`src/hdl/acsw_pkg.sv`:
```
package acsw_pkg;

  localparam int SAMPLE_WIDTH_DEF = 24;

  localparam int FRAC = 28;
  localparam int CORDIC_STEPS = 26;
  localparam int CW = 40;
  localparam int ZW = 32;

  localparam logic signed [CW-1:0] ONE_Q = 40'sd268435456;
  localparam logic signed [CW-1:0] GAIN_Q = 40'sd163008219;

  localparam logic [31:0] PI_Q = 32'd843314857;
  localparam logic [31:0] HALF_PI_Q = 32'd421657428;
  localparam logic [31:0] TWO_PI_Q = 32'd1686629713;
  localparam logic signed [31:0] TWO_OVER_PI_Q = 32'sd170891319;
  localparam logic signed [31:0] INV_1P3_Q = 32'sd206488812;

  // Argument magnitude before the divide by 100 that lands on the Q8.16 limit.
  localparam logic [29:0] ARG_QMAX = 30'd838860799;
  // ceil(2^37 / 100)
  localparam logic [30:0] RECIP_100 = 31'd1374389535;
  // 21 turns of 2*pi, lifts every argument above zero.
  localparam logic [36:0] RED_OFFSET = 37'd35419223973;
  // floor(2^44 / (2*pi in Q28))
  localparam logic [13:0] RECIP_2PI = 14'd10430;
  // ceil(2^31 / 1000) and ceil(2^40 / 1000)
  localparam logic [21:0] RECIP_1000_HI = 22'd2147484;
  localparam logic [30:0] RECIP_1000_LO = 31'd1099511628;
  localparam logic [9:0] THOUSAND = 10'd1000;

  localparam int CFG_IW = 2;
  localparam int CFG_DW = 7;
  localparam logic [CFG_IW-1:0] REG_DRIVE = 2'd0;
  localparam logic [CFG_IW-1:0] REG_RANGE = 2'd1;
  localparam logic [CFG_IW-1:0] REG_MIX = 2'd2;
  localparam logic [CFG_IW-1:0] REG_VOLUME = 2'd3;

  typedef struct packed {
    logic [CFG_DW-1:0] drive_tenths;
    logic [CFG_DW-1:0] range_tenths;
    logic [CFG_DW-1:0] mix_tenths;
    logic [CFG_DW-1:0] volume_hundredths;
    logic [2*CFG_DW-1:0] drive_range;
  } cfg_t;

  function automatic logic signed [ZW-1:0] step_angle(input int unsigned i);
    logic signed [ZW-1:0] a;
    unique case (i)
      0: a = 32'sd210828714;
      1: a = 32'sd124459457;
      2: a = 32'sd65760959;
      3: a = 32'sd33381290;
      4: a = 32'sd16755422;
      5: a = 32'sd8385879;
      6: a = 32'sd4193963;
      7: a = 32'sd2097109;
      8: a = 32'sd1048571;
      9: a = 32'sd524287;
      default: a = ZW'(64'd1 << (FRAC - i));
    endcase
    return a;
  endfunction

endpackage

```
`src/hdl/acsw_shape.sv`:
```
module acsw_shape import acsw_pkg::*; #(
  parameter int SW = SAMPLE_WIDTH_DEF
) (
  input  logic                 clk,
  input  logic                 rst,
  input  logic                 en,
  input  logic                 in_valid,
  input  logic signed [ZW-1:0] atan_z,
  input  logic signed [CW-1:0] cos_x,
  input  logic                 neg,
  input  logic signed [SW-1:0] x_in,
  output logic                 out_valid,
  output logic signed [ZW-1:0] v,
  output logic signed [SW-1:0] x_out
);

  logic [3:1] vld;
  logic signed [SW-1:0] xr [1:3];
  logic signed [63:0] pa;
  logic signed [CW-1:0] ch;
  logic signed [31:0] ct;
  logic signed [32:0] s;
  logic signed [63:0] pv;

  assign ch = cos_x >>> 1;

  always_ff @(posedge clk) begin
    if (rst) begin
      vld <= '0;
    end else if (en) begin
      vld <= {vld[2:1], in_valid};
    end
  end

  always_ff @(posedge clk) begin
    if (en) begin
      xr[1] <= x_in;
      xr[2] <= xr[1];
      xr[3] <= xr[2];
      pa <= atan_z * TWO_OVER_PI_Q;
      ct <= neg ? 32'(-ch) : 32'(ch);
      s <= 33'($signed(pa[59:28])) + 33'(ct);
      pv <= s * INV_1P3_Q;
    end
  end

  assign out_valid = vld[3];
  assign v = pv[59:28];
  assign x_out = xr[3];

endmodule

```
`config.mk`:
```
export PLATFORM = sky130hd
export DESIGN_NAME = acsw_shape
export DESIGN_NICKNAME = d
export VERILOG_FILES = /design/src/hdl/acsw_pkg.sv /design/src/hdl/acsw_shape.sv
export SDC_FILE = /design/constraint.sdc
export NUM_CORES = 2
export LEC_CHECK = 0
export BUFFER_PORTS_ARGS = -buffer_cell sky130_fd_sc_hd__buf_2
export CORE_ASPECT_RATIO = 0.8
export CORE_UTILIZATION = 45
export CTS_CLUSTER_DIAMETER = 150
export DETAILED_ROUTE_END_ITERATION = 8
export SYNTH_ARGS = -nofsm -noshare
export SYNTH_HDL_FRONTEND = slang
export SYNTH_SLANG_ARGS = --single-unit
export TNS_END_PERCENT = 20
```
`constraint.sdc`:
```
create_clock -name clk -period 22.4 [get_ports clk]
set_input_delay 3.36 -clock clk [delete_from_list [all_inputs] [get_ports clk]]
set_output_delay 3.36 -clock clk [all_outputs]
set_load 0.01 [all_outputs]
```
# --- Word level (Yosys, flattened, before mapping) ---
# Memory sizes are Yosys's and may differ from the RTL's.
# Index checks and enable logic that the tools add are counted.
# W data, S select, Z words.
op_classes:
  add_sub_neg: 2
  mul: 2
  div_mod_pow: 0
  n_lt_le_gt_ge: 0
  n_eq_ne: 0
  shift: 0
  muxes: 3
  bitwise_logic: 0
  reduce_logical: 0
ops:
  columns: ["operator", "n"]
  rows:
  - ["$mul A32 B29 Y60 const B", 1]
  - ["$mul A33 B27 Y58 const B", 1]
  - ["$add A32 B32 Y33", 1]
  - ["$mux W32", 1]
  - ["$neg A32 Y32", 1]
  - ["$mux W1", 2]
totals:
  reg_bits: 186
  latchBits: 0
  ramBits: 72
  rom_bits: 0
  inputBits: 101
  out_inout_bits: 57
  elab_cells: 13
  mem_count: 1
mem_list:
  columns: ["memory", "words", "width", "read_ports", "rd_clocked_by_memory_dff", "write_ports", "line", "source"]
  rows:
  - ["xr", 3, 24, 3, 0, 3, "acsw_shape.sv:18", "logic signed [SW-1:0] xr [1:3];"]

# --- Logic depth before layout (Yosys ltp) ---
logic_depth:
  word_depth: 2
  depth_mapped: 26
  depth_no_buf: 25

# --- Least setup slack after synthesis ---
# No wires, ideal clock.
synth_path:
  path_kind: "in2reg"
  start: "input atan_z[31]"
  end: "register pa[58] (data pin)"
  setup_ps: 263
  arrival_ps: 11206
  t_required_ps: 22137
  setup_slack_ps: 10931
  path_stages: 23
  n_path_buf: 3
  cell_sequence: "clkbuf_1 > inv_1 > clkbuf_1 > buf_1 > fa_1 > inv_1 > fa_1 > fa_1 > fa_1 > fa_1 > inv_1 > fa_1 > inv_1 > ha_1 > and3_1 > nand2_1 > nor2_1 > nand3_1 > a2111oi_0 > o21ai_0 > a21oi_1 > o41ai_1 > a2111o_1"
synth_via:
  elab_chain_len: 1
synth_rtl:
  columns: ["element", "line", "source"]
  rows:
  - ["from (decl)", "acsw_shape.sv:8", "input logic signed [ZW-1:0] atan_z,"]
  - ["$mul A32 B29 Y60", "acsw_shape.sv:40", "pa <= atan_z * TWO_OVER_PI_Q;"]
  - ["to (signal assigned)", "acsw_shape.sv:40", null]
  - ["to (decl)", "acsw_shape.sv:19", "logic signed [63:0] pa;"]
# No other way between the ends.
# A chain may end at the register's enable or synchronous reset.

# --- Worst setup path in the final report ---
layout_path:
  start: "input atan_z[7]"
  end: "register pa[58] (data pin)"
# The elaborated chain is that of the path after synthesis.

==> flow_metrics.env <==
export IMPL_seq_area_frac_synth_pct=15.1
export IMPL_dr_pass1_iters=7
export IMPL_worstSetupStartpointType="primary input"
export IMPL_status="completed"
export IMPL_post_cts_buffers=0
export IMPL_die_w_um=337
export IMPL_clock_fmax_ghz=0.0935
export IMPL_synth_avg_cell_area_um2=10.5
export IMPL_avgViaCountPerCell=4.90
export IMPL_syn_area_um2=40300
export IMPL_post_dp_hpwl_mm=80.5
export IMPL_finalCritPeriodShare_pct=47.8
export IMPL_cts_resized_gates=0
export IMPL_route_vias_total=25270
export IMPL_ys_warn_count=0
export IMPL_finClkSkew_ps=22.3
export IMPL_worstMarginPinSlew_ps=938
export IMPL_ys_types=76
export IMPL_pin_count=158
export IMPL_design_area_um2=43100
export IMPL_synth_edf_count=201
export IMPL_nets=5453
export IMPL_multi_input_area_um2=29300
export IMPL_final_common_cell="inv_1"
export IMPL_cp_data_required_time_ps=22690
export IMPL_drive_gt1_share_pct=5.59
export IMPL_wl_per_cell_um=17.5
export IMPL_cp_max_fo=9
export IMPL_wl_mm=90.2
export IMPL_grt_max_degree=73
export IMPL_maxSlewViolCount=0
export IMPL_nFillCells=8213
export IMPL_hold_path_class="reg2reg"
export IMPL_clk_latency_ps=550
export IMPL_rsz0062_at_grt="no"
export IMPL_layout_cells_non_filler=5162
export IMPL_dieArea_um2=90700
export IMPL_worst_slack_ps=11700
export IMPL_yosys_most_used_dff="edfxtp_1"
export IMPL_end_kind="flip-flop"
export IMPL_worstPathArrival_ps=10990
export IMPL_drt_iter0_markers=1275
export IMPL_clockBufferDepth=3
export IMPL_period_needed_ps=10700
export IMPL_place_gp_congestion=0.925
export IMPL_place_area_um2=42300
export IMPL_die_h_um=270
export IMPL_hold_viol_final=0
export IMPL_clkSlewWorstSetupHoldPaths_ps=60
export IMPL_first_global_vias=26549
export IMPL_fin_setup_tns_ps=0
export IMPL_antenna_found_initial=7
export IMPL_relSlewSlack_pct=37.5
export IMPL_std_cell_rows=97
export IMPL_setup_violations=0
export IMPL_cts_htree_levels=1
export IMPL_clock_root_buffer="clkbuf_16"
export IMPL_register_area_um2=6100
export IMPL_ant_nets=0
export IMPL_core_area_um2=88100
export IMPL_synth_seq_cells=204
export IMPL_dp_cells=5114
export IMPL_syn_inst=3821
export IMPL_area_delta_synth_final_pct=7.01
export IMPL_post_place_ws_ps=11180
export IMPL_cts_sinks=204
export IMPL_cts_made_buffers=25
export IMPL_start_util_pct=45.7
export IMPL_cts_tree="built"
export IMPL_synthesis_nets=5321
export IMPL_port_buffers=149
export IMPL_worstSetupPathType="in2reg"
export IMPL_grt_total_usage_pct=20.5
export IMPL_drc=0
export IMPL_synthArstFlopShare_pct=0
export IMPL_grt_overflow_total=0
export IMPL_cts_hold_buffers=0
export IMPL_most_common_layout_cells="1223 x inv_1, 756 x fa_1, 643 x ha_1, 201 x edfxtp_1, 147 x buf_2"
export IMPL_grt_pass1_wl_mm=144
export IMPL_maxCapViolations=0
==> Yosys cell counts, drive strengths merged (8+ instances only) <==
library cell / n / area (um^2)
inv: 1224 / 4590
fa: 756 / 15100
ha: 643 / 8050
edfxtp: 201 / 6040
xnor2: 137 / 1200
a21oi: 135 / 676
o21ai: 83 / 415
nand2: 80 / 300
a21o: 73 / 548
nor2: 68 / 255
xor2: 48 / 420
nand3: 28 / 140
buf: 27 / 191
clkbuf: 23 / 86.3
nor3: 23 / 120
nand4: 22 / 138
o21bai: 22 / 165
nor2b: 21 / 131
o31ai: 16 / 148
o21a: 14 / 105
or3: 14 / 103
a31oi: 13 / 81.3
nand2b: 12 / 75.1
and3: 11 / 68.8
mux2i: 11 / 110
a221oi: 8 / 70.1
==> routing by layer <==
metal	share of wire, %	GRT usage [%]	vias to the layer above
li1	-	-	12104
met4	1.1	2.51	8
met5	0.049	0	-
met3	7.5	4.42	62
met1	47	30.0	12619
met2	45	31.9	477
==> registers in the layout, indices dropped and copies added (netlist names) <==
register	count
ct	32
pa	32
pv	32
s	33
vld	3
xr	72
==> cells by family after synthesis <==
kind of cell               synth area share [%]
and+or+nand+nor                            3.90
muxes                                     0.301
AOI/OAI and AO/OA                          6.97
adders and majority gates                  57.6
buffers and inverters                      12.1
xor gates and xnor gates                   4.02
DFF                                        15.1
==> metrics by stage <==
stage	utilization [%]	hold WS [ps]
after floorplan	-	400
after global placement	48.0	400
after detailed placement	48.0	405
after CTS	48.9	419
after global routing	48.9	424
final	48.9	417
==> layout make-up <==
type / instances / share of cell area [%]
multi-input cells: 2342 / 68.0
flip-flops and latches: 204 / 14.1
diodes: 3 / 0.0174
clock buffers: 27 / 1.47
clock inverters: 18 / 0.400
well taps: 1188 / 3.45
inverters: 1225 / 10.7
repair buffers: 155 / 1.86
==> final timing paths <==
path	from	to	slack, ps	cells past startpoint
setup / recovery	atan_z[7]	pa[58]	11700	26
setup reg to reg	s[8]	pv[45]	15080	20
hold reg to reg	xr[0][45]	xr[0][69]	420	0
hold / removal	xr[0][45]	xr[0][69]	420	0
==> worst max-delay path: stages <==
cell and delay (ps):
buf_2 290, inv_1 280, fa_1 660, inv_1 80
fa_1 480, ha_1 290, inv_1 50, fa_1 540
inv_1 50, fa_1 450, fa_1 420, fa_1 530
inv_1 50, fa_1 620, inv_1 80, ha_1 410
a21oi_1 150, nor2_1 100, o21ai_0 90, a21o_1 210
o31ai_1 560, or3_1 230, o21ai_0 180, a21oi_1 310
o41ai_1 110, a2111o_1 400
Power is not shown: default switching activity piles up to over one toggle a cycle in this logic, so the estimate is an artifact.
