[config.mk]
export PLATFORM = sky130hd
export DESIGN_NAME = acsw_mix
export DESIGN_NICKNAME = d
export VERILOG_FILES = /design/src/hdl/acsw_pkg.sv /design/src/hdl/acsw_mix.sv
export SDC_FILE = /design/constraint.sdc
export NUM_CORES = 2
export LEC_CHECK = 0
export CORE_MARGIN = 5
export CORE_UTILIZATION = 45
export DETAILED_ROUTE_END_ITERATION = 10
export DONT_BUFFER_PORTS = 1
export GPL_ROUTABILITY_DRIVEN = 0
export PLACE_DENSITY = 0.64
export SYNTH_ARGS = -nofsm -noshare
export SYNTH_HDL_FRONTEND = slang
export SYNTH_SLANG_ARGS = --single-unit
[constraint.sdc]
create_clock -name clk -period 7.69 [get_ports clk]
set_clock_uncertainty 0.05 [all_clocks]
set_input_delay 1.538 -clock clk [delete_from_list [all_inputs] [get_ports clk]]
set_output_delay 1.538 -clock clk [all_outputs]
set_load 0.01 [all_outputs]
[src/hdl/acsw_pkg.sv]
package acsw_pkg;

  localparam int SAMPLE_WIDTH_DEF = 24;

  localparam int FRAC = 28;
  localparam int CORDIC_STEPS = 26;
  localparam int CW = 40;
  localparam int ZW = 32;

  localparam logic signed [CW-1:0] ONE_Q = 40'sd268435456;
  localparam logic signed [CW-1:0] GAIN_Q = 40'sd163008219;

  localparam logic [31:0] PI_Q = 32'd843314857;
  localparam logic [31:0] HALF_PI_Q = 32'd421657428;
  localparam logic [31:0] TWO_PI_Q = 32'd1686629713;
  localparam logic signed [31:0] TWO_OVER_PI_Q = 32'sd170891319;
  localparam logic signed [31:0] INV_1P3_Q = 32'sd206488812;

  // Argument magnitude before the divide by 100 that lands on the Q8.16 limit.
  localparam logic [29:0] ARG_QMAX = 30'd838860799;
  // ceil(2^37 / 100)
  localparam logic [30:0] RECIP_100 = 31'd1374389535;
  // 21 turns of 2*pi, lifts every argument above zero.
  localparam logic [36:0] RED_OFFSET = 37'd35419223973;
  // floor(2^44 / (2*pi in Q28))
  localparam logic [13:0] RECIP_2PI = 14'd10430;
  // ceil(2^31 / 1000) and ceil(2^40 / 1000)
  localparam logic [21:0] RECIP_1000_HI = 22'd2147484;
  localparam logic [30:0] RECIP_1000_LO = 31'd1099511628;
  localparam logic [9:0] THOUSAND = 10'd1000;

  localparam int CFG_IW = 2;
  localparam int CFG_DW = 7;
  localparam logic [CFG_IW-1:0] REG_DRIVE = 2'd0;
  localparam logic [CFG_IW-1:0] REG_RANGE = 2'd1;
  localparam logic [CFG_IW-1:0] REG_MIX = 2'd2;
  localparam logic [CFG_IW-1:0] REG_VOLUME = 2'd3;

  typedef struct packed {
    logic [CFG_DW-1:0] drive_tenths;
    logic [CFG_DW-1:0] range_tenths;
    logic [CFG_DW-1:0] mix_tenths;
    logic [CFG_DW-1:0] volume_hundredths;
    logic [2*CFG_DW-1:0] drive_range;
  } cfg_t;

  function automatic logic signed [ZW-1:0] step_angle(input int unsigned i);
    logic signed [ZW-1:0] a;
    unique case (i)
      0: a = 32'sd210828714;
      1: a = 32'sd124459457;
      2: a = 32'sd65760959;
      3: a = 32'sd33381290;
      4: a = 32'sd16755422;
      5: a = 32'sd8385879;
      6: a = 32'sd4193963;
      7: a = 32'sd2097109;
      8: a = 32'sd1048571;
      9: a = 32'sd524287;
      default: a = ZW'(64'd1 << (FRAC - i));
    endcase
    return a;
  endfunction

endpackage

[src/hdl/acsw_mix.sv]
module acsw_mix import acsw_pkg::*; #(
  parameter int SW = SAMPLE_WIDTH_DEF
) (
  input  logic                 clk,
  input  logic                 rst,
  input  logic                 en,
  input  logic                 in_valid,
  input  logic signed [CW-1:0] wet,
  input  logic signed [SW-1:0] x_in,
  input  cfg_t                 cfg,
  output logic                 out_valid,
  output logic [SW-1:0]        sample,
  output logic                 clip
);

  localparam logic [40:0] A_MAX = 41'(64'd1000 * ((64'd1 << (SW - 1)) + 64'd1));
  localparam logic [32:0] HI = 33'((64'd1 << (SW - 1)) - 64'd1);
  localparam logic [32:0] LIM = 33'(64'd1 << (SW - 1));

  logic [7:1] vld;
  logic signed [31:0] clean;
  logic signed [7:0] cw;
  logic signed [39:0] pw, pc;
  logic signed [40:0] mixed;
  logic signed [48:0] num;
  logic [47:0] mag;
  logic [50:0] shv;
  logic [40:0] a;
  logic [20:0] ah6;
  logic [19:0] al6;
  logic [42:0] p6;
  logic [11:0] q1_7, q1_8;
  logic [29:0] a7;
  logic [60:0] p8;
  logic [31:0] q;
  logic neg4, neg5, neg6, neg7;

  generate
    if (SW <= 29) begin : g_up
      assign clean = 32'(x_in) <<< (29 - SW);
      assign shv = {3'b0, mag} >> (29 - SW);
    end else begin : g_down
      assign clean = 32'(x_in >>> (SW - 29));
      assign shv = {3'b0, mag} << (SW - 29);
    end
  endgenerate

  assign cw = 8'sd10 - $signed({1'b0, cfg.mix_tenths});
  assign mag = num[48] ? 48'(-num) : 48'(num);
  assign q = {q1_8, p8[59:40]};

  always_ff @(posedge clk) begin
    if (rst) begin
      vld <= '0;
    end else if (en) begin
      vld <= {vld[6:1], in_valid};
    end
  end

  always_ff @(posedge clk) begin
    if (en) begin
      pw <= 32'(wet) * $signed({1'b0, cfg.mix_tenths});
      pc <= clean * cw;
      mixed <= 41'(pw) + 41'(pc);
      num <= mixed * $signed({1'b0, cfg.volume_hundredths});
      neg4 <= num[48];
      // Anything at or above the clamp saturates either way.
      a <= (shv > 51'(A_MAX)) ? A_MAX : shv[40:0];
      neg5 <= neg4;
      // Divide by 1000 in two digits: high 21 bits, then remainder with low 20.
      p6 <= a[40:20] * RECIP_1000_HI;
      ah6 <= a[40:20];
      al6 <= a[19:0];
      neg6 <= neg5;
      a7 <= {10'(ah6 - 21'(p6[42:31] * THOUSAND)), al6};
      q1_7 <= p6[42:31];
      neg7 <= neg6;
      p8 <= a7 * RECIP_1000_LO;
      q1_8 <= q1_7;
    end
  end

  always_ff @(posedge clk) begin
    if (rst) begin
      out_valid <= 1'b0;
    end else if (en) begin
      out_valid <= vld[7];
    end
  end

  always_ff @(posedge clk) begin
    if (en) begin
      if (!neg7) begin
        if ({1'b0, q} > HI) begin
          sample <= HI[SW-1:0];
          clip <= 1'b1;
        end else begin
          sample <= q[SW-1:0];
          clip <= 1'b0;
        end
      end else begin
        if ({1'b0, q} > LIM) begin
          sample <= LIM[SW-1:0];
          clip <= 1'b1;
        end else begin
          sample <= SW'(32'(-q));
          clip <= 1'b0;
        end
      end
    end
  end

endmodule

; Word-level counts from Yosys, hierarchy flattened
; Index checks and enable logic that the tools add are counted.
[totals]
input_bits = 110
reg_bits = 423
elab_cells = 41
out_inout_bits = 26
[classes]
addsub = 5
muxes = 7
order_cmp = 3
multipliers = 6
[ops]
columns = op, count
row1 = $mux W24, 3
row2 = $mul A30 B29 Y58 const B, 1
row3 = $mul A41 B8 Y49, 1
row4 = $mux W48, 1
row5 = $neg A48 Y48, 1
row6 = $gt A43 B33 Y1 const B, 1
row7 = $add A40 B37 Y41, 1
row8 = $mul A21 B20 Y41 const B, 1
row9 = $mul A32 B8 Y40, 1
row10 = $gt A32 B23 Y1 const B, 1
row11 = $gt A32 B24 Y1 const B, 1
row12 = $mul A24 B8 Y32, 1
row13 = $neg A24 Y24, 1
row14 = $mul A12 B7 Y7 const B, 1
row15 = $sub A10 B10 Y10, 1
row16 = $sub A4 B7 Y8 const A, 1
row17 = $mux W1, 3

; Logic depth before layout (Yosys ltp)
[depth]
word_depth = 3
depth_mapped = 26
mapped_depth_nobuf = 25

; Worst setup path after synthesis
; OpenSTA, ideal clock, no wires.
[synth_path]
kind = reg2reg
from = register a7[18]
to = register p8[59] (data pin)
t_required_ns = 7.380
setup_time_ns = 0.260
n_path_buf = 0
synth_period_minus_slack_ns = 7.569
path_slack_ns = 0.121
stages_incl_launch_ff = 26
t_arrival_ns = 7.258
cell_sequence = edfxtp_1 -> ha_1 -> fa_1 -> fa_1 -> inv_1 -> fa_1 -> inv_1 -> fa_1 -> inv_1 -> fa_1 -> inv_1 -> fa_1 -> inv_1 -> fa_1 -> inv_1 -> ha_1 -> nand4_1 -> nor3_1 -> nand2_1 -> a211o_1 -> or3_1 -> a31oi_1 -> o211ai_1 -> a2111oi_0 -> o211a_1 -> nor3_1
[synth_between]
elab_chain_cells = 1
[synth_lines]
columns = element, line_no
row1 = start: declaration, acsw_mix.sv:33  ; logic [29:0] a7;
row2 = start signal: assignment, acsw_mix.sv:75  ; a7 <= {10'(ah6 - 21'(p6[42:31] * THOUSAND)), al6};
row3 = $mul A30 B29 Y58, acsw_mix.sv:78  ; p8 <= a7 * RECIP_1000_LO;
row4 = end signal: assignment, acsw_mix.sv:78
row5 = end: declaration, acsw_mix.sv:34  ; logic [60:0] p8;
; No other way between the ends.
; A chain may end at the register's enable or synchronous reset.

; Worst setup path after layout
[layout_path]
from = register a7[13]
to = register p8[58] (data pin)
; The elaborated chain is that of the path after synthesis.

==> metrics.yaml <==
clk_pin_slew_ns: 0.06
synth_cells: 5773
nNetsFinal: 7708
ctsLongestPathBuffers: 3
syn_area_mm2: 0.0579
min_path_type: "reg2reg"
yosysWarnings: 0
n_antenna_cell: 0
max_cap_viol_count: 0
period_share: 0.973
postCtsHoldBufs: 0
cp_slowest_stage_delay_ns: 0.54
timing_hold_violations_final: 0
row_count: 131
synth.distinct_cells: 78
holdPathStages: 0
grt_pass1_vias: 41200
place_inst: 7437
status: "finished, violations left"
num_vias: 38000
synth_top_cells_by_count: "1440 x inv_1, 900 x fa_1, 841 x ha_1"
fillers: 11600
viasPerCell: 5.03
final_layout_size_suffix_gt1_frac: 0.0506
setup_viol: 0
synth_seq_area_share: 0.183
routed_wl_um: 119000
cts.sink_count: 356
port_buffers: 0
cp_max_fo: 4
overflow: 0
avgSynthCellArea_um2: 10.0
grt_max_degree: 357
drc: 0
final_cells: 7553
synth.area.top_cells: "fa_1 31%, ha_1 18%, edfxtp_1 18%"
final_antenna_net_count: 0
num_io_pins: 136
drv_slew: 174
crit_path_end_kind: "register"
area_growth_pct: 8.12
die_h_um: 369
worstSetupPathType: "reg2reg"
arrival_ns: 7.79
violations: "slew limit"
postPlaceCellArea_mm2: 0.0604
grt_pass1_wl_um: 202000
hpwl_um: 97600
h-tree-depth: 2
start_util: 0.453
synth-edff-count: 348
whs_ns: 0.361
cts_inserted_buffers: 46
dieWidth_um: 369
core-area_mm2: 0.128
cp.required_ns: 8.00
timing_worst_slew_pin_value_ns: 1.97
synthMostInstantiatedCell: "inv_1"
wl_per_cell_um: 15.7
clock_latency_ns: 0.62
r2r.worst_path.cells: 25
layout_min_cycle_time_ns: 7.48
async_flop_share: 0
clockRootBuffer: "clkbuf_16"
critPathMostFrequentCell: "fa_1"
synthDominantCellAreaShare: 0.311
antenna_found_initial: 1
cpMaxStageDelayCell: "fa_1"
finalInstanceArea_mm2: 0.0626
timing.setup.tns_ns: 0
track_usage: 0.180
synth_area_leader_cell: "fa_1"
drtPass1Iterations: 5
cts_tree: "yes"
die_area_mm2: 0.136
dr.first_iter.drc_count: 1516
max_slew_margin: -0.315
critPathLaunchType: "register"
ys.flop_type: "edfxtp_1"
max_freq_ghz: 0.134
synth.ff_latch_count: 356
-- per-stage QoR --
stage                     setup slack [ns]  utilization
final                                0.210        0.490
after floorplan                      0.121            -
after global placement             -0.0656        0.473
after detailed placement           -0.0691        0.473
after CTS                           0.0222        0.485
after global routing               -0.0663        0.490
-- routing by layer --
metal / track usage / vias to the layer above / wire length [um]
met4: 0.0470 / 0 / 3140
met1: 0.226 / 18800 / 51400
met2: 0.328 / 508 / 60300
met3: 0.0207 / 166 / 3740
li1: - / 18400 / -
met5: 0 / - / 0
-- worst paths after layout --
kind                                         from               end  slack [ns]
worst max-delay path             a7[13]$_DFFE_PP_  p8[58]$_DFFE_PP_        0.21
worst min-delay path            al6[17]$_DFFE_PP_  a7[17]$_DFFE_PP_        0.36
worst max register to register   a7[13]$_DFFE_PP_  p8[58]$_DFFE_PP_        0.21
worst min register to register  al6[17]$_DFFE_PP_  a7[17]$_DFFE_PP_        0.36
-- flip-flops by register name, summed over array words and instances, names as in the netlist, 12 cells and up --
| register | count |
|---|---|
| q1_8 | 12 |
| p8 | 20 |
| pc | 32 |
| sample | 24 |
| a7 | 30 |
| p6 | 12 |
| pw | 40 |
| a | 41 |
| num | 49 |
| mixed | 41 |
| al6 | 20 |
| q1_7 | 12 |
-- final cells by class --
type                            instances  area, um^2  share of cell area
Inverter                             1440        5410              0.0864
Multi-Input combinational cell       3884       41900               0.669
Clock buffer                           49        1160              0.0186
Clock inverter                         33         373             0.00596
Tap cell                             1662        2080              0.0332
Sequential cell                       356       10600               0.170
Timing Repair Buffer                  129        1060              0.0170
-- cell usage in the layout, fill, tap and decap left out, types with 23 or more instances in the layout --
cell type / netlist / layout
a21o_1: 93 / 93
inv_1: 1440 / 1433
xnor2_1: 141 / 140
xor2_1: 84 / 84
nand2_1: 313 / 313
fa_1: 900 / 887
nor3_1: 40 / 39
or3_1: 24 / 23
ha_1: 841 / 816
buf_4: 0 / 115
ha_4: 0 / 23
nand3_1: 53 / 53
nor2_1: 159 / 159
and2_1: 444 / 444
nand2b_1: 26 / 26
o21a_1: 25 / 25
edfxtp_1: 348 / 348
clkbuf_16: 0 / 46
o21bai_1: 24 / 24
nor2b_1: 93 / 93
o21ai_0: 125 / 123
a21oi_1: 178 / 178
-- worst max-delay path, delay by kind of cell (launching register included) --
kind,cells,cell delay (ns)
fa+ha+maj,9,4.05
compound gates,4,1.09
simple gates,5,0.85
buf+inv,6,0.57
flops,1,0.44
xor+xnor,1,0.14
-- repair_timing --
item,in CTS,in global routing
pin swaps,0,42
buffers inserted,3,31
endpoints found under the setup margin,4,7
gates resized for setup,2,64
hold endpoints to repair,0,0
-- cells by family after synthesis --
logic type / synth area share
flops: 0.183
simple gates: 0.116
compound gates: 0.0708
fa+ha+maj: 0.493
buf+inv: 0.100
xor+xnor: 0.0340
other cells: 0.0000648
mux: 0.00249
Power is not shown: default switching activity piles up to over one toggle a cycle in this logic, so the estimate is an artifact.
