<file path="config.mk">
export PLATFORM = sky130hd
export DESIGN_NAME = acsw_front
export DESIGN_NICKNAME = d
export VERILOG_FILES = /design/src/hdl/acsw_pkg.sv /design/src/hdl/acsw_front.sv
export SDC_FILE = /design/constraint.sdc
export NUM_CORES = 2
export LEC_CHECK = 0
export ABC_AREA = 1
export ABC_CLOCK_PERIOD_IN_PS = 5800
export BUFFER_PORTS_ARGS = -buffer_cell sky130_fd_sc_hd__buf_2
export CAP_MARGIN = 30
export CORE_ASPECT_RATIO = 1.4
export CORE_MARGIN = 2
export CORE_UTILIZATION = 23
export DETAILED_ROUTE_END_ITERATION = 6
export SLEW_MARGIN = 5
export SYNTH_ARGS = -nofsm -noshare
export SYNTH_HDL_FRONTEND = slang
export SYNTH_SLANG_ARGS = --single-unit
</file>
<file path="constraint.sdc">
create_clock -name clk -period 5.8 [get_ports clk]
set_input_delay 0.29 -clock clk [delete_from_list [all_inputs] [get_ports clk]]
set_output_delay 0.29 -clock clk [all_outputs]
set_load 0.005 [all_outputs]
</file>
<file path="src/hdl/acsw_pkg.sv">
package acsw_pkg;

  localparam int SAMPLE_WIDTH_DEF = 24;

  localparam int FRAC = 28;
  localparam int CORDIC_STEPS = 26;
  localparam int CW = 40;
  localparam int ZW = 32;

  localparam logic signed [CW-1:0] ONE_Q = 40'sd268435456;
  localparam logic signed [CW-1:0] GAIN_Q = 40'sd163008219;

  localparam logic [31:0] PI_Q = 32'd843314857;
  localparam logic [31:0] HALF_PI_Q = 32'd421657428;
  localparam logic [31:0] TWO_PI_Q = 32'd1686629713;
  localparam logic signed [31:0] TWO_OVER_PI_Q = 32'sd170891319;
  localparam logic signed [31:0] INV_1P3_Q = 32'sd206488812;

  // Argument magnitude before the divide by 100 that lands on the Q8.16 limit.
  localparam logic [29:0] ARG_QMAX = 30'd838860799;
  // ceil(2^37 / 100)
  localparam logic [30:0] RECIP_100 = 31'd1374389535;
  // 21 turns of 2*pi, lifts every argument above zero.
  localparam logic [36:0] RED_OFFSET = 37'd35419223973;
  // floor(2^44 / (2*pi in Q28))
  localparam logic [13:0] RECIP_2PI = 14'd10430;
  // ceil(2^31 / 1000) and ceil(2^40 / 1000)
  localparam logic [21:0] RECIP_1000_HI = 22'd2147484;
  localparam logic [30:0] RECIP_1000_LO = 31'd1099511628;
  localparam logic [9:0] THOUSAND = 10'd1000;

  localparam int CFG_IW = 2;
  localparam int CFG_DW = 7;
  localparam logic [CFG_IW-1:0] REG_DRIVE = 2'd0;
  localparam logic [CFG_IW-1:0] REG_RANGE = 2'd1;
  localparam logic [CFG_IW-1:0] REG_MIX = 2'd2;
  localparam logic [CFG_IW-1:0] REG_VOLUME = 2'd3;

  typedef struct packed {
    logic [CFG_DW-1:0] drive_tenths;
    logic [CFG_DW-1:0] range_tenths;
    logic [CFG_DW-1:0] mix_tenths;
    logic [CFG_DW-1:0] volume_hundredths;
    logic [2*CFG_DW-1:0] drive_range;
  } cfg_t;

  function automatic logic signed [ZW-1:0] step_angle(input int unsigned i);
    logic signed [ZW-1:0] a;
    unique case (i)
      0: a = 32'sd210828714;
      1: a = 32'sd124459457;
      2: a = 32'sd65760959;
      3: a = 32'sd33381290;
      4: a = 32'sd16755422;
      5: a = 32'sd8385879;
      6: a = 32'sd4193963;
      7: a = 32'sd2097109;
      8: a = 32'sd1048571;
      9: a = 32'sd524287;
      default: a = ZW'(64'd1 << (FRAC - i));
    endcase
    return a;
  endfunction

endpackage

</file>
<file path="src/hdl/acsw_front.sv">
module acsw_front import acsw_pkg::*; #(
  parameter int SW = SAMPLE_WIDTH_DEF
) (
  input  logic                 clk,
  input  logic                 rst,
  input  logic                 en,
  input  logic                 in_valid,
  input  logic signed [SW-1:0] sample,
  input  cfg_t                 cfg,
  output logic                 out_valid,
  output logic signed [35:0]   yq,
  output logic [29:0]          angle,
  output logic                 neg,
  output logic signed [SW-1:0] x_out
);

  localparam int NS = 11;

  logic [NS:1] vld;
  logic signed [SW-1:0] xr [1:NS];

  logic signed [SW+14:0] p1;
  logic [SW+14:0] mag;
  logic [SW+15:0] shv;
  logic [29:0] q2;
  logic sgn2, sgn3, sgn4;
  logic [60:0] prod3;
  logic [22:0] yabs;
  logic signed [23:0] y4;
  logic signed [35:0] yq4, yq5, yq6, yq7, yq8, yq9, yq10;
  logic [36:0] u4, u5, u6;
  logic [30:0] prod5;
  logic [36:0] qm;
  logic [31:0] rem;
  logic [30:0] m8;
  logic [29:0] m9, m10;
  logic neg10;

  assign mag = p1[SW+14] ? $unsigned(-p1) : $unsigned(p1);

  generate
    if (SW >= 17) begin : g_down
      assign shv = {1'b0, mag} >> (SW - 17);
    end else begin : g_up
      assign shv = {mag, 1'b0};
    end
  endgenerate

  assign y4 = sgn4 ? -$signed({1'b0, yabs}) : $signed({1'b0, yabs});

  always_ff @(posedge clk) begin
    if (rst) begin
      vld <= '0;
    end else if (en) begin
      vld <= {vld[NS-1:1], in_valid};
    end
  end

  always_ff @(posedge clk) begin
    if (en) begin
      xr[1] <= sample;
      for (int i = 2; i <= NS; i++) begin
        xr[i] <= xr[i-1];
      end
      p1 <= sample * $signed({1'b0, cfg.drive_range});
      q2 <= (shv[29:0] > ARG_QMAX) ? ARG_QMAX : shv[29:0];
      sgn2 <= p1[SW+14];
      prod3 <= q2 * RECIP_100;
      sgn3 <= sgn2;
      yabs <= prod3[59:37];
      sgn4 <= sgn3;
      yq4 <= {y4, 12'b0};
      u4 <= $unsigned(37'(signed'({y4, 12'b0}))) + RED_OFFSET;
      prod5 <= u4[36:20] * RECIP_2PI;
      yq5 <= yq4;
      u5 <= u4;
      qm <= prod5[29:24] * TWO_PI_Q[30:0];
      yq6 <= yq5;
      u6 <= u5;
      rem <= 32'(u6 - qm);
      yq7 <= yq6;
      // Remainder estimate is at most one turn high.
      m8 <= (rem >= TWO_PI_Q) ? 31'(rem - TWO_PI_Q) : rem[30:0];
      yq8 <= yq7;
      m9 <= ({1'b0, m8} > PI_Q) ? 30'(TWO_PI_Q[30:0] - m8) : m8[29:0];
      yq9 <= yq8;
      if ({2'b0, m9} > HALF_PI_Q) begin
        m10 <= 30'(PI_Q[29:0] - m9);
        neg10 <= 1'b1;
      end else begin
        m10 <= m9;
        neg10 <= 1'b0;
      end
      yq10 <= yq9;
    end
  end

  assign out_valid = vld[NS];
  assign yq = yq10;
  assign angle = m10;
  assign neg = neg10;
  assign x_out = xr[NS];

endmodule

</file>
# After elaboration in Yosys (flattened, before gate mapping)
# Memory sizes are Yosys's and may differ from the RTL's.
# Index checks and enable logic that the tools add are counted.
[word_totals]
n_memories = 1
output_inout_bits = 92
ff_bits = 620
wordCells = 49
ram_bits = 264
[memory_table]
columns = ["memory", "depth", "width", "read_ports", "rd_clocked_by_memory_dff", "write_ports", "line", "text"]
rows = [
  ["xr", 11, 24, 11, 0, 11, "acsw_front.sv:20", "logic signed [SW-1:0] xr [1:NS];"],
]
[op_classes]
n_addsub = 7
mux = 8
magnitude_cmp = 4
n_mul = 4
[ops]
columns = ["cell", "n"]
rows = [
  ["30-bit by 31-bit multiplier with 60-bit output (second input constant)", 1],
  ["30-bit two-way mux", 2],
  ["30-bit subtractor (first input constant)", 2],
  ["24-bit by 15-bit multiplier with 39-bit output", 1],
  ["37-bit by 36-bit adder with 37-bit output (second input constant)", 1],
  ["37-bit two-way mux", 1],
  ["37-bit negation", 1],
  ["32-bit by 31-bit greater-or-equal comparator with 1-bit output (second input constant)", 1],
  ["6-bit by 31-bit multiplier with 32-bit output (second input constant)", 1],
  ["32-bit subtractor", 1],
  ["31-bit by 30-bit > comparator with 1-bit output (second input constant)", 1],
  ["31-bit two-way mux", 1],
  ["31-bit subtractor (second input constant)", 1],
  ["30-bit by 29-bit > comparator with 1-bit output (second input constant)", 1],
  ["30-bit > comparator (second input constant)", 1],
  ["17-bit by 13-bit multiplier with 29-bit output (second input constant)", 1],
  ["24-bit two-way mux", 1],
  ["23-bit negation with 24-bit output", 1],
  ["1-bit two-way mux", 3],
]

# Longest topological paths before layout
[logic_depth]
depth_word = 3
mapped_depth = 28

# Worst setup path after synthesis
# OpenSTA, ideal clock, no wires.
[synth_path]
kind = "reg2reg"
from = "register q2[27]"
to = "register prod3[41] (data pin)"
setup_slack_ns = -0.541
t_arrival_ns = 6.082
t_required_ns = 5.541
n_path_buf = 0
stages_incl_launch_ff = 24
synth_period_minus_slack_ns = 6.341
cell_sequence = "edfxtp_1 -> inv_1 -> fa_1 -> inv_1 -> ha_1 -> fa_1 -> inv_1 -> fa_1 -> inv_1 -> fa_1 -> inv_1 -> fa_1 -> inv_1 -> fa_1 -> fa_1 -> ha_1 -> nand2_1 -> inv_1 -> a21oi_1 -> a21boi_0 -> o21bai_1 -> a21oi_1 -> nand2_1 -> xor2_1"
[synth_between]
elab_chain_cells = 1
[synth_lines]
columns = ["element", "line", "text"]
rows = [
  ["start, declared", "acsw_front.sv:25", "logic [29:0] q2;"],
  ["start signal, assigned", "acsw_front.sv:66", "q2 <= (shv[29:0] > ARG_QMAX) ? ARG_QMAX : shv[29:0];"],
  ["30-bit by 31-bit multiplier with 60-bit output", "acsw_front.sv:68", "prod3 <= q2 * RECIP_100;"],
  ["end signal, assigned", "acsw_front.sv:68", ""],
  ["end, declared", "acsw_front.sv:27", "logic [60:0] prod3;"],
]
# No other way between the ends.
# A chain may end at the register's enable or synchronous reset.

# Final worst setup path
[layout_path]
from = "register q2[20]"
to = "register prod3[44] (data pin)"
# The elaborated chain is that of the path after synthesis.

==> impl_metrics.csv <==
group,metric,value,unit
floorplanning,start_util,23.1,%
placed_design,hpwl,145000,um
clocking,h-tree-depth,3,
placed_design,io_buffers,121,
synth,synth.area.top_cells,"edfxtp_1 35%, fa_1 23%, ha_1 12%",
clocking,clk_latency,730,ps
floorplanning,die_area,0.292,mm^2
sta,setup_violations,23,
synth,ys_async_sr_fraction,0,%
synth,synth_top_flop_cell,"edfxtp_1",
synth,ys_seq_area_share,35.6,%
sta,rsz0062_at_grt,"true",
sta,clock_skew,76.7,ps
critical_path,crit_required,6300,ps
floorplanning,die_x,457,um
sta,slew-limit-headroom,33.5,%
synth,netlist_area,0.0660,mm^2
floorplanning,ioPinCount,162,
route,wl,173000,um
route,dr_wl_met2,96400,um
route,top_layer_used,"met5",
critical_path,cp-end-kind,"flip-flop",
route,wl_per_cell,15.5,um
job,drv_cap,0,
clocking,cts_buffer_depth,3,
floorplanning,core_area,0.285,mm^2
route,vias,45261,
route,vias_per_cell,4.06,
outcome,status,"finished with violations",
route,wl_met3,4420,um
synth,synth_cell_type_count,58,
hold_path,min_from,"sample[16]",
sta,worst_slew_pin_slew,998,ps
global_route,grt_pass1_wl,268000,um
clocking,root_buffer,"clkbuf_16",
clocking,cts_inserted_buffers,83,
synth,ys_ff_latch,787,
route,wl_met1,61200,um
synth,synth_top_area_share,35.3,%
sta,worst_slack,-490,ps
critical_path,path_max_fanout,5,
hold_path,hold_class,"input port to flip-flop",
synth,synth_edf_count,776,
synth,synth_cells,6597,
global_route,overflow,0,
critical_path,r2r-start,"q2[20]",
sta,finalMaxSlewViolations,0,
clocking,cts_tree,"built",
cells_and_area,area.growth.synth_to_final,21.9,%
sta,hold_viol,0,
sta,period_minus_slack,6290,ps
cells_and_area,fill_cells,29960,
clocking,clkSinkCount,787,
global_route,grt_usage,11.9,%
sta,timing.final.crit_share,108,%
global_route,grt_pass1_vias,48798,
floorplanning,rows,232,
route,drt_iter0_markers,2059,
critical_path,crit_arrival,6790,ps
critical_path,worst-setup-path-type,"flip-flop to flip-flop",
route,drc_errors,0,
outcome,violations,"negative setup slack",
cells_and_area,layout.nets,8761,
sta,hold_slack,67.4,ps
global_route,grt_max_degree,195,
synth,postSynthAreaPerCell,10.0,um^2
synth,yosysWarnings,0,
route,antenna_left,0,
critical_path,setup.worst_path.start,"q2[20]",
route,dr.pass1.iters,5,
synth,synth_top_cell_by_area,"edfxtp_1",
global_route,antenna_found_initial,5,
clocking,path_clk_slew,60,ps
floorplanning,die_y,638,um
placed_design,routabilityCongestion,0.977,
critical_path,setup.worst_path.start_class,"flip-flop",
sta,max_freq,159,MHz
cells_and_area,drive_gt1_share,17.6,%
-- area by class of cell --
class / instances / area [um^2] / area share, %
tap: 3744 / 4680 / 5.82
multi-input combinational: 4098 / 37700 / 46.8
inverter: 1607 / 6040 / 7.51
sequential: 787 / 23500 / 29.2
clock buffer: 95 / 2120 / 2.64
clock inverter: 58 / 711 / 0.883
timing repair buffer: 753 / 5740 / 7.13
antenna: 1 / 2.50 / 0.00311
-- path summary, 6_finish.rpt --
| path | endpoint | slack [ps] | cells after the start |
|---|---|---|---|
| max | prod3[44] | -490 | 23 |
| min | xr[0][40] | 70 | 2 |
| max reg2reg | prod3[44] | -490 | 23 |
| min reg2reg | yq5[16] | 370 | 0 |
-- repair_timing --
| action | 4_1_cts | 5_1_grt |
|---|---|---|
| setup endpoints to repair | 23 | 41 |
| endpoints found under the hold margin | 18 | 0 |
| hold buffers | 10 | 0 |
| pin swaps | 73 | 88 |
| buffers inserted | 24 | 14 |
| gates resized for setup | 177 | 192 |
-- layer usage --
| layer | up-vias | GRT usage, % |
|---|---|---|
| li1 | 22193 | - |
| met1 | 21962 | 11.5 |
| met2 | 707 | 23.8 |
| met3 | 393 | 1.35 |
| met4 | 6 | 6.79 |
| met5 | - | 0 |
-- critical path: stages (launching register included) --
cell and delay [ps]:
edfxtp_1 420, fa_2 650, inv_4 60, fa_2 550, inv_2 40, fa_1 490, inv_2 40, fa_2 380
fa_1 560, inv_2 40, fa_1 510, inv_2 40, fa_2 530, inv_2 40, ha_4 210, ha_4 310
nand2_4 80, nor2_4 140, clkinvlp_4 190, buf_4 190, nor3_4 190, nand3_1 110, nand3_2 110, xor2_1 170
-- per-stage QoR --
step / instances / TNS [ps] / utilization [%] / cell area, um^2 / worst slack, ps
2_1_floorplan: 6608 / -1710 / - / 66500 / -155
3_3_place_gp: 10940 / -16700 / 26.6 / 75800 / -744
3_5_place_dp: 10941 / -18070 / 26.6 / 75900 / -790
4_1_cts: 11128 / -10910 / 27.9 / 79700 / -528
5_1_grt: 11143 / -14320 / 28.2 / 80500 / -705
6_report: 11143 / -9750 / 28.2 / 80500 / -490
-- cells in the final DEF (no fill, tap or decap), types with 11 or more instances in the layout --
| master | n |
|---|---|
| inv_1 | 1538 |
| nand2_1 | 1102 |
| edfxtp_1 | 776 |
| fa_1 | 712 |
| buf_4 | 586 |
| ha_1 | 551 |
| nor2_1 | 327 |
| nand3_1 | 192 |
| a21oi_1 | 190 |
| xor2_1 | 158 |
| o21ai_0 | 151 |
| buf_2 | 117 |
| clkbuf_16 | 83 |
| nand4_1 | 68 |
| inv_2 | 65 |
| nand2_2 | 59 |
| xnor2_1 | 52 |
| ha_4 | 52 |
| nor3_1 | 50 |
| nor2_2 | 40 |
| fa_2 | 37 |
| nor2_4 | 34 |
| a21oi_2 | 34 |
| o21ai_1 | 31 |
| buf_12 | 22 |
| a21o_1 | 20 |
| a31oi_1 | 20 |
| o21bai_1 | 17 |
| nand3b_1 | 17 |
| clkinv_1 | 17 |
| nor4_1 | 14 |
| o21ai_2 | 13 |
| nand3_2 | 13 |
| nand2_4 | 12 |
| conb_1 | 12 |
| clkbuf_1 | 12 |
| buf_6 | 12 |
| clkinv_2 | 11 |
| dfxtp_1 | 11 |
-- cells in the mapped netlist, drive strengths merged (2+ instances only) --
cell / count
nor4: 16
a31oi: 24
o21ai: 199
o21a: 5
dfxtp: 11
a21oi: 232
a211oi: 7
or2: 8
o221ai: 2
ha: 612
xnor2: 53
buf: 58
nand4: 68
a21boi: 13
inv: 1607
nor3: 65
xor2: 162
o2111ai: 3
o31ai: 8
o21bai: 23
nand2: 1174
and3: 4
clkbuf: 58
fa: 749
nor2: 401
nand3b: 17
a21o: 20
nand3: 205
edfxtp: 776
o211ai: 9
-- kinds of logic after synthesis --
kind of cell,count (synthesis),share of synthesized area (%)
other,1,0.00568
AND/OR/NAND/NOR,1960,12.5
flip-flops,787,35.6
XOR/XNOR,215,2.90
AO/OA/AOI/OAI,550,4.62
buffers and inverters,1723,10.1
adder cells (fa/ha/maj),1361,34.3
-- registers in the layout, indices dropped and copies added, names as in the netlist, 19 cells and up --
| register | count |
|---|---|
| angle | 30 |
| m8 | 31 |
| m9 | 30 |
| p1 | 38 |
| prod3 | 23 |
| q2 | 30 |
| qm | 32 |
| rem | 32 |
| u4 | 25 |
| u5 | 19 |
| u6 | 20 |
| xr | 264 |
| yabs | 23 |
| yq | 24 |
| yq4 | 24 |
| yq5 | 24 |
| yq6 | 24 |
| yq7 | 24 |
| yq8 | 24 |
| yq9 | 24 |
Power is left out: the tool's default activity adds up to more than one toggle a clock period on the data nets, which glitch-free logic cannot reach.
